**src/hw/rtl/csc_pkg.sv**
```systemverilog
// ----------------------------------------------------------------------------
// csc_pkg
// Types, constants and the color rule chain of the color sensor conditioner.
// ----------------------------------------------------------------------------
`timescale 1ns / 1ps
`default_nettype none

package csc_pkg;

  typedef struct packed {
    logic [15:0] red_pulse;
    logic [15:0] green_pulse;
    logic [15:0] blue_pulse;
  } csc_in_t;

  typedef struct packed {
    logic [7:0]  red_level;
    logic [7:0]  green_level;
    logic [7:0]  blue_level;
    logic [15:0] packed_565;
    logic [4:0]  color_class;
    logic [4:0]  stable_class;
  } csc_out_t;

  // Pulse to level mapping: level = 255 - (x - 20) * 255 / 160.
  localparam logic [15:0] PULSE_OFS  = 16'd20;
  localparam logic [7:0]  LEVEL_TOP  = 8'd255;
  // Exact floor(x / 5) for x below 2^19 as (x * DIV5_MUL) >> DIV5_SHIFT.
  localparam logic [18:0] DIV5_MUL   = 19'd419431;
  localparam int          DIV5_SHIFT = 21;

  localparam logic [3:0]  THRESH_RESET = 4'd5;

  localparam logic [4:0] CLS_WHITE      = 5'd0;
  localparam logic [4:0] CLS_BLACK      = 5'd1;
  localparam logic [4:0] CLS_SILVER     = 5'd2;
  localparam logic [4:0] CLS_GRAY       = 5'd3;
  localparam logic [4:0] CLS_RED        = 5'd4;
  localparam logic [4:0] CLS_MAROON     = 5'd5;
  localparam logic [4:0] CLS_ORANGE     = 5'd6;
  localparam logic [4:0] CLS_GOLD       = 5'd7;
  localparam logic [4:0] CLS_YELLOW     = 5'd8;
  localparam logic [4:0] CLS_LIME       = 5'd9;
  localparam logic [4:0] CLS_GREEN      = 5'd10;
  localparam logic [4:0] CLS_DARK_GREEN = 5'd11;
  localparam logic [4:0] CLS_CYAN       = 5'd12;
  localparam logic [4:0] CLS_SKY_BLUE   = 5'd13;
  localparam logic [4:0] CLS_BLUE       = 5'd14;
  localparam logic [4:0] CLS_NAVY       = 5'd15;
  localparam logic [4:0] CLS_PURPLE     = 5'd16;
  localparam logic [4:0] CLS_VIOLET     = 5'd17;
  localparam logic [4:0] CLS_PINK       = 5'd18;
  localparam logic [4:0] CLS_BROWN      = 5'd19;
  localparam logic [4:0] CLS_CHOCOLATE  = 5'd20;
  localparam logic [4:0] CLS_BEIGE      = 5'd21;
  localparam logic [4:0] CLS_TAN        = 5'd22;
  localparam logic [4:0] CLS_OLIVE      = 5'd23;
  localparam logic [4:0] CLS_TEAL       = 5'd24;
  localparam logic [4:0] CLS_LAVENDER   = 5'd25;
  localparam logic [4:0] CLS_CORAL      = 5'd26;
  localparam logic [4:0] CLS_UNKNOWN    = 5'd27;

  // First matching rule wins.
  function automatic logic [4:0] classify(input logic [7:0] r, input logic [7:0] g,
                                          input logic [7:0] b);
    logic [7:0] rg;
    logic [7:0] rb;
    logic       near;
    logic [4:0] cls;
    rg   = (r >= g) ? (r - g) : (g - r);
    rb   = (r >= b) ? (r - b) : (b - r);
    near = (rg < 8'd15) && (rb < 8'd15);
    if (r > 8'd220 && g > 8'd220 && b > 8'd220) cls = CLS_WHITE;
    else if (r < 8'd35 && g < 8'd35 && b < 8'd35) cls = CLS_BLACK;
    else if (near && r > 8'd170) cls = CLS_SILVER;
    else if (near) cls = CLS_GRAY;
    else if (r > 8'd190 && g < 8'd80 && b < 8'd80) cls = CLS_RED;
    else if (r > 8'd120 && g < 8'd40 && b < 8'd40) cls = CLS_MAROON;
    else if (r > 8'd200 && g > 8'd110 && g < 8'd190 && b < 8'd70) cls = CLS_ORANGE;
    else if (r > 8'd180 && g > 8'd150 && b < 8'd70) cls = CLS_GOLD;
    else if (r > 8'd190 && g > 8'd190 && b < 8'd90) cls = CLS_YELLOW;
    else if (g > 8'd220 && r > 8'd170 && b < 8'd90) cls = CLS_LIME;
    else if (g > 8'd180 && r < 8'd130 && b < 8'd130) cls = CLS_GREEN;
    else if (g > 8'd100 && r < 8'd80 && b < 8'd80) cls = CLS_DARK_GREEN;
    else if (g > 8'd170 && b > 8'd170 && r < 8'd120) cls = CLS_CYAN;
    else if (b > 8'd190 && g > 8'd150 && r < 8'd130) cls = CLS_SKY_BLUE;
    else if (b > 8'd180 && r < 8'd130 && g < 8'd130) cls = CLS_BLUE;
    else if (b > 8'd100 && r < 8'd60 && g < 8'd60) cls = CLS_NAVY;
    else if (r > 8'd150 && b > 8'd150 && g < 8'd100) cls = CLS_PURPLE;
    else if (r > 8'd180 && b > 8'd180 && g < 8'd120) cls = CLS_VIOLET;
    else if (r > 8'd220 && b > 8'd170 && g > 8'd120) cls = CLS_PINK;
    else if (r > 8'd100 && r < 8'd180 && g > 8'd50 && g < 8'd120 && b < 8'd70)
      cls = CLS_BROWN;
    else if (r > 8'd120 && g > 8'd60 && g < 8'd90 && b < 8'd50) cls = CLS_CHOCOLATE;
    else if (r > 8'd190 && g > 8'd180 && b > 8'd120) cls = CLS_BEIGE;
    else if (r > 8'd170 && g > 8'd130 && b > 8'd80) cls = CLS_TAN;
    else if (r > 8'd100 && g > 8'd100 && b < 8'd60) cls = CLS_OLIVE;
    else if (g > 8'd120 && b > 8'd120 && r < 8'd80) cls = CLS_TEAL;
    else if (r > 8'd180 && b > 8'd200 && g > 8'd150) cls = CLS_LAVENDER;
    else if (r > 8'd220 && g > 8'd120 && b > 8'd100) cls = CLS_CORAL;
    else cls = CLS_UNKNOWN;
    return cls;
  endfunction

endpackage

`default_nettype wire

```
**src/hw/rtl/color_sensor_conditioner_classifier_unit.sv**
```systemverilog
// ----------------------------------------------------------------------------
// color_sensor_conditioner_classifier_unit
// Maps pulse widths to levels, averages a batch, smooths, packs and classifies.
// ----------------------------------------------------------------------------
//  Channel   Direction  Handshake            Payload
//  in_       input      in_valid / in_stall  csc_in_t (three pulse widths)
//  out_      output     out_valid/out_stall  csc_out_t (levels, RGB565, classes)
//  cfg_      input      cfg_wr_en            cfg_wr_data (stability threshold)
//
//  One request is taken per cycle while in_stall is low. Six register
//  stages: input, level divide, batch sum, average, smoother, result.
//  A result follows the request that closes a batch of SAMPLES; other
//  requests give no result. Reset is synchronous; there is no clearing pass.
//  A stall on out_ ripples back only through stages that hold an item.
// ----------------------------------------------------------------------------
`timescale 1ns / 1ps
`default_nettype none

module color_sensor_conditioner_classifier_unit #(
  parameter int SAMPLES = 10
) (
  input  wire logic               clk,
  input  wire logic               rst_n,
  input  wire logic               in_valid,
  output logic                    in_stall,
  input  wire csc_pkg::csc_in_t   in_data,
  input  wire logic               cfg_wr_en,
  input  wire logic [3:0]         cfg_wr_data,
  output logic                    out_valid,
  input  wire logic               out_stall,
  output csc_pkg::csc_out_t       out_data
);

  localparam int IDX_W   = $clog2(SAMPLES + 1);
  localparam int SUM_W   = 18 + $clog2(SAMPLES + 1);
  localparam int LIM     = 256 * SAMPLES;
  localparam int X_W     = $clog2(LIM);
  localparam int AVG_SH  = 21;
  localparam int RECIP_W = 22;
  localparam int PROD3_W = X_W + RECIP_W;
  localparam logic [RECIP_W-1:0] RECIP =
    RECIP_W'(((1 << AVG_SH) + SAMPLES - 1) / SAMPLES);
  localparam int DSH = csc_pkg::DIV5_SHIFT;

  // Handshake and stage valids.
  logic v0_r, v1_r, v2_r, v3_r, v4_r, out_valid_r;
  logic rdy0, rdy1, rdy2, rdy3, rdy4, rdy_out;

  // Stage payloads.
  logic [15:0]      pulse0_r [3];
  logic [16:0]      q1_r     [3];
  logic [2:0]       neg1_r;
  logic [SUM_W-1:0] sum2_r   [3];
  logic [7:0]       avg3_r   [3];
  logic [7:0]       lv4_r    [3];
  csc_pkg::csc_out_t out_r;

  // Running state.
  logic [3:0]       thr_r;
  logic [IDX_W-1:0] idx_r;
  logic [SUM_W-1:0] acc_r    [3];
  logic [15:0]      smooth_r [3];
  logic [4:0]       acc_cls_r;
  logic [3:0]       diff_r;

  // Combinational terms.
  logic [2:0]         neg0;
  logic [15:0]        absd0    [3];
  logic [23:0]        n255     [3];
  logic [37:0]        prod1    [3];
  logic [SUM_W-1:0]   lvl1     [3];
  logic [SUM_W-1:0]   sum_nxt  [3];
  logic               last;
  logic [PROD3_W-1:0] prod3    [3];
  logic [7:0]         avg_nxt  [3];
  logic [18:0]        num3     [3];
  logic [37:0]        prod4    [3];
  logic [15:0]        smooth_nxt [3];
  logic [4:0]         cls_nxt;
  logic [3:0]         diff_inc;
  logic [3:0]         diff_nxt;
  logic [4:0]         acc_cls_nxt;
  csc_pkg::csc_out_t  out_nxt;

  assign rdy_out = !out_valid_r || !out_stall;
  assign rdy4    = !v4_r || rdy_out;
  assign rdy3    = !v3_r || rdy4;
  assign rdy2    = !v2_r || rdy3;
  assign rdy1    = !v1_r || rdy2;
  assign rdy0    = !v0_r || rdy1;

  assign in_stall  = !rdy0;
  assign out_valid = out_valid_r;
  assign out_data  = out_r;

  assign last = (idx_r == IDX_W'(SAMPLES - 1));

  always_comb begin
    for (int c = 0; c < 3; c++) begin
      // |x - 20| * 255, then / 32 and / 5 to divide by 160.
      neg0[c]  = pulse0_r[c] < csc_pkg::PULSE_OFS;
      absd0[c] = neg0[c] ? (csc_pkg::PULSE_OFS - pulse0_r[c])
                         : (pulse0_r[c] - csc_pkg::PULSE_OFS);
      n255[c]  = {absd0[c], 8'b0} - {8'b0, absd0[c]};
      prod1[c] = {19'b0, n255[c][23:5]} * {19'b0, csc_pkg::DIV5_MUL};

      // Truncation toward zero: the quotient magnitude takes the sign of the offset.
      lvl1[c] = neg1_r[c] ? (SUM_W'(csc_pkg::LEVEL_TOP) + SUM_W'(q1_r[c]))
                          : (SUM_W'(csc_pkg::LEVEL_TOP) - SUM_W'(q1_r[c]));
      sum_nxt[c] = acc_r[c] + lvl1[c];

      // A negative sum averages to zero or below; a sum at or above 256 * SAMPLES
      // clamps to 255. Only the remaining range needs the reciprocal.
      prod3[c] = PROD3_W'(sum2_r[c][X_W-1:0]) * PROD3_W'(RECIP);
      if (sum2_r[c][SUM_W-1]) begin
        avg_nxt[c] = 8'd0;
      end else if (sum2_r[c] >= SUM_W'(LIM)) begin
        avg_nxt[c] = 8'hFF;
      end else begin
        avg_nxt[c] = prod3[c][AVG_SH+7:AVG_SH];
      end

      num3[c]       = {1'b0, smooth_r[c], 2'b00} + {3'b0, avg3_r[c], 8'b0};
      prod4[c]      = {19'b0, num3[c]} * {19'b0, csc_pkg::DIV5_MUL};
      smooth_nxt[c] = prod4[c][DSH+15:DSH];
    end
  end

  always_comb begin
    cls_nxt  = csc_pkg::classify(lv4_r[0], lv4_r[1], lv4_r[2]);
    diff_inc = diff_r + 4'd1;
    if (cls_nxt == acc_cls_r) begin
      diff_nxt    = 4'd0;
      acc_cls_nxt = acc_cls_r;
    end else if (diff_inc >= thr_r) begin
      diff_nxt    = 4'd0;
      acc_cls_nxt = cls_nxt;
    end else begin
      diff_nxt    = diff_inc;
      acc_cls_nxt = acc_cls_r;
    end
    out_nxt.red_level    = lv4_r[0];
    out_nxt.green_level  = lv4_r[1];
    out_nxt.blue_level   = lv4_r[2];
    out_nxt.packed_565   = {lv4_r[0][7:3], lv4_r[1][7:2], lv4_r[2][7:3]};
    out_nxt.color_class  = cls_nxt;
    out_nxt.stable_class = acc_cls_nxt;
  end

  // Control and running state.
  always_ff @(posedge clk) begin
    if (!rst_n) begin
      v0_r        <= 1'b0;
      v1_r        <= 1'b0;
      v2_r        <= 1'b0;
      v3_r        <= 1'b0;
      v4_r        <= 1'b0;
      out_valid_r <= 1'b0;
      thr_r       <= csc_pkg::THRESH_RESET;
      idx_r       <= '0;
      acc_cls_r   <= csc_pkg::CLS_UNKNOWN;
      diff_r      <= 4'd0;
      for (int c = 0; c < 3; c++) begin
        acc_r[c]    <= '0;
        smooth_r[c] <= 16'd0;
      end
    end else begin
      if (rdy0)    v0_r        <= in_valid;
      if (rdy1)    v1_r        <= v0_r;
      if (rdy2)    v2_r        <= v1_r && last;
      if (rdy3)    v3_r        <= v2_r;
      if (rdy4)    v4_r        <= v3_r;
      if (rdy_out) out_valid_r <= v4_r;

      if (cfg_wr_en) thr_r <= cfg_wr_data;

      if (v1_r && rdy2) begin
        idx_r <= last ? '0 : idx_r + IDX_W'(1);
        for (int c = 0; c < 3; c++) begin
          acc_r[c] <= last ? '0 : sum_nxt[c];
        end
      end

      if (v3_r && rdy4) begin
        for (int c = 0; c < 3; c++) begin
          smooth_r[c] <= smooth_nxt[c];
        end
      end

      if (v4_r && rdy_out) begin
        acc_cls_r <= acc_cls_nxt;
        diff_r    <= diff_nxt;
      end
    end
  end

  // Payload registers.
  always_ff @(posedge clk) begin
    if (in_valid && rdy0) begin
      pulse0_r[0] <= in_data.red_pulse;
      pulse0_r[1] <= in_data.green_pulse;
      pulse0_r[2] <= in_data.blue_pulse;
    end
    if (v0_r && rdy1) begin
      for (int c = 0; c < 3; c++) begin
        q1_r[c]   <= prod1[c][DSH+16:DSH];
        neg1_r[c] <= neg0[c];
      end
    end
    if (v1_r && rdy2 && last) begin
      for (int c = 0; c < 3; c++) begin
        sum2_r[c] <= sum_nxt[c];
      end
    end
    if (v2_r && rdy3) begin
      for (int c = 0; c < 3; c++) begin
        avg3_r[c] <= avg_nxt[c];
      end
    end
    if (v3_r && rdy4) begin
      for (int c = 0; c < 3; c++) begin
        lv4_r[c] <= smooth_nxt[c][15:8];
      end
    end
    if (v4_r && rdy_out) begin
      out_r <= out_nxt;
    end
  end

endmodule

`default_nettype wire

```
**config.mk**
```make
export PLATFORM = sky130hd
export DESIGN_NAME = color_sensor_conditioner_classifier_unit
export DESIGN_NICKNAME = d
export VERILOG_FILES = /design/src/hw/rtl/csc_pkg.sv /design/src/hw/rtl/color_sensor_conditioner_classifier_unit.sv
export SDC_FILE = /design/constraint.sdc
export NUM_CORES = 2
export LEC_CHECK = 0
export BUFFER_PORTS_ARGS = -buffer_cell sky130_fd_sc_hd__buf_2
export CORE_MARGIN = 3
export CORE_UTILIZATION = 53
export DETAILED_ROUTE_END_ITERATION = 8
export PLACE_DENSITY = 0.79
export SYNTH_ARGS = -nofsm -noshare
export SYNTH_HDL_FRONTEND = slang
export SYNTH_SLANG_ARGS = --single-unit
```
**constraint.sdc**
```tcl
create_clock -name clk -period 24.3 [get_ports clk]
set_input_delay 1.215 -clock clk [delete_from_list [all_inputs] [get_ports clk]]
set_output_delay 1.215 -clock clk [all_outputs]
set_load 0.02 [all_outputs]
```
==> key figures <==
Outcome
  – Outcome: complete, no violations

Routing
  – Number of DRC violations after detailed routing: 0
  – Detailed-route via count: 45800
  – Post-route antenna net violation count: 0
  – Starting DRC count in detailed routing: 2834
  – Post-detailed-route via-to-cell ratio: 5.44
  – Wire length per cell after detailed routing: 17.4 µm
  – Sum of routed wire length over all layers: 147 mm
  – Router iterations before antenna repair: 6

Critical path
  – Data arrival time of the critical path: 11.60 ns
  – Top fanout value on the critical path: 11
  – Crit Path Category: register to register
  – CP max-delay cell: sky130_fd_sc_hd__a221oi_1
  – Cell occurring most often along the worst timing path: sky130_fd_sc_hd__fa_1
  – Startpoint Class: register
  – Nature of the critical path endpoint: register
  – Peak per-stage delay on the critical path: 0.73 ns
  – Worst path required time: 24.67 ns
  – Number of cell instances on the worst register-to-register path: 38

Clock network
  – Clock root buffer: sky130_fd_sc_hd__clkbuf_16
  – Clock latency of the later-clocked register in the worst-skew pair: 0.63 ns
  – Post-CTS repair timing setup buffer count: 0
  – Number of sinks handled by clock tree synthesis: 387
  – Post-cts hold buffer count: 0
  – Cts repair resizes: 0
  – Number of CTS-inserted buffers: 48
  – H-tree levels: 2
  – Maximum root-to-sink buffer count: 3
  – Clock tree from TritonCTS: built
  – Register clock-pin slew on the reported worst setup and hold paths: 0.06 ns

Floorplanning
  – I/O pins: 109
  – Initial core utilization: 53.7%
  – Floorplan die height: 361 µm
  – Core Area: 125000 µm²
  – Width of the chip: 361 µm
  – Die area: 131000 µm²
  – Core Rows: 129

Yosys
  – Async S/R FF share, synth: 0%
  – Yosys reg bits: 387
  – Most frequent cell after synthesis: sky130_fd_sc_hd__inv_1
  – Post-synth top area share: 26.4%
  – Number of nets produced by synthesis: 8924
  – Count of flip-flops with a built-in enable after synthesis: 364
  – Top flip-flop cell by instance count after synthesis: sky130_fd_sc_hd__edfxtp_1
  – Avg Cell Area, Syn: 10.0 µm²
  – Combined area of all synthesized cells: 67000 µm²
  – Dominant cell type by area after synthesis: sky130_fd_sc_hd__fa_1
  – Top cells by area, synth: sky130_fd_sc_hd__fa_1 (26%), sky130_fd_sc_hd__ha_1 (25%), sky130_fd_sc_hd__edfxtp_1 (16%)
  – Register area share after synthesis: 17.0%
  – Count of yosys warnings during synthesis: 0
  – Cells after synthesis: 6666
  – Cell types with the highest counts after synthesis: sky130_fd_sc_hd__inv_1 (1779), sky130_fd_sc_hd__ha_1 (1318), sky130_fd_sc_hd__fa_1 (883)
  – Count of different cell masters after synthesis: 96

Global route
  – Fraction of met3 tracks used by global routing: 2.97%
  – Global-route met1 utilization: 29.2%
  – Pin count of the biggest net entering global routing: 74
  – Initial antenna violation count: 1
  – Wire length of the first global-routing pass: 247 mm
  – Global-route track usage on met2: 40.8%
  – Vias in the first global route: 49700
  – Total global-route track usage: 23.0%
  – Busiest layer in global routing: met2
  – Total overflow reported by the global router: 0

Final layout
  – ANT cells: 0
  – # nets final: 9001
  – Syn-to-layout area delta: 5.98%
  – Design Area, Final: 71000 µm²
  – Layout cell share with drive strength beyond 1: 3.92%
  – Finished Layout Cells: 8420

Timing
  – Worst setup skew after layout: 0.0280 ns
  – Max-Slew Margin vs Limit: 17.0%
  – Unrepaired setup endpoints after global routing: false
  – Final-report max-slew violation count: 0
  – Number of setup violations in the final report: 0
  – Final critical-path share of the clock period: 46.2%
  – Slew at the pin closest to its max-slew limit: 1.24 ns
  – Worst Setup Slack, final: 13.07 ns
  – Setup TNS: 0 ns
  – Fin crit period: 11.23 ns
  – Fin. Hold Viols: 0
  – Fmax: 0.0890 GHz

Worst hold path
  – Hold WC Path Type: register to register
  – Hold Path Cell Cnt: 2

Place
  – Final estimated routing congestion in global placement: 0.962
  – Number of port buffers: 108
  – Cell Area, Placed: 69300 µm²
  – Worst slack at placement: 13.24 ns
  – Post-DP HPWL: 126 mm
  – Dpl cells: 8330

Job
  – Number of maximum-capacitance violations: 0
==> flip-flops by register name (all words and copies together) (netlist names), 5 cells and up <==
register   count
smooth_r      48
lv4_r         24
acc_cls_r      5
pulse0_r      48
out_data      34
avg3_r        24
q1_r          51
sum2_r        66
acc_r         66
==> cells by family after synthesis <==
family                     count (synthesis)  share of synthesized area (%)
adders and majority gates               2201                           51.0
buffers and inverters                   1877                           10.6
and+or+nand+nor                          982                           7.73
AOI/OAI and AO/OA                        802                           8.08
xor gates and xnor gates                 390                           5.10
DFF                                      387                           17.0
muxes                                     27                          0.422
==> layout by cell type, fill, tap and decap left out, types with 115 or more instances in the layout <==
cell type,count
sky130_fd_sc_hd__nor2_1,204
sky130_fd_sc_hd__a21oi_1,225
sky130_fd_sc_hd__inv_1,1779
sky130_fd_sc_hd__xnor2_1,253
sky130_fd_sc_hd__edfxtp_1,364
sky130_fd_sc_hd__fa_1,883
sky130_fd_sc_hd__nand2_1,203
sky130_fd_sc_hd__xor2_1,137
sky130_fd_sc_hd__o21ai_0,115
sky130_fd_sc_hd__ha_1,1318
==> through the flow <==
stage	util [%]	hold WS, ns
global placement	55.6	0.454
detailed placement	55.6	0.460
global route	57.0	0.487
finish	57.0	0.469
CTS	57.0	0.469
floorplan	-	0.424
==> worst paths after layout <==
check                  start          end  slack, ns
max          pulse0_r[0][10]  q1_r[0][16]      13.07
min                diff_r[3]    diff_r[3]       0.47
max reg2reg  pulse0_r[0][10]  q1_r[0][16]      13.07
min reg2reg        diff_r[3]    diff_r[3]       0.47
==> routing by layer <==
metal	vias to the layer above	wire length (µm)
li1	21900	-
met1	22500	62800
met2	1124	72800
met3	290	6930
met4	2	4340
met5	-	13
==> cell type report <==
type | instances | area, µm²
Fill cell | 10500 | 53600
Timing Repair Buffer | 124 | 663
Sequential cell | 387 | 11400
Multi-Input combinational cell | 4402 | 48500
Clock inverter | 32 | 399
Clock buffer | 58 | 1290
Tap cell | 1637 | 2050
Inverter | 1780 | 6680
==> worst max-delay path, delay by kind of cell, from the launching register on <==
family	cells	cell delay, ns
compound gates	16	4.04
fa+ha+maj	8	3.52
simple gates	7	1.56
xor+xnor	3	1.07
flops	1	0.54
buf+inv	4	0.23
Power is not shown: default switching activity piles up to over one toggle a cycle in this logic, so the estimate is an artifact.
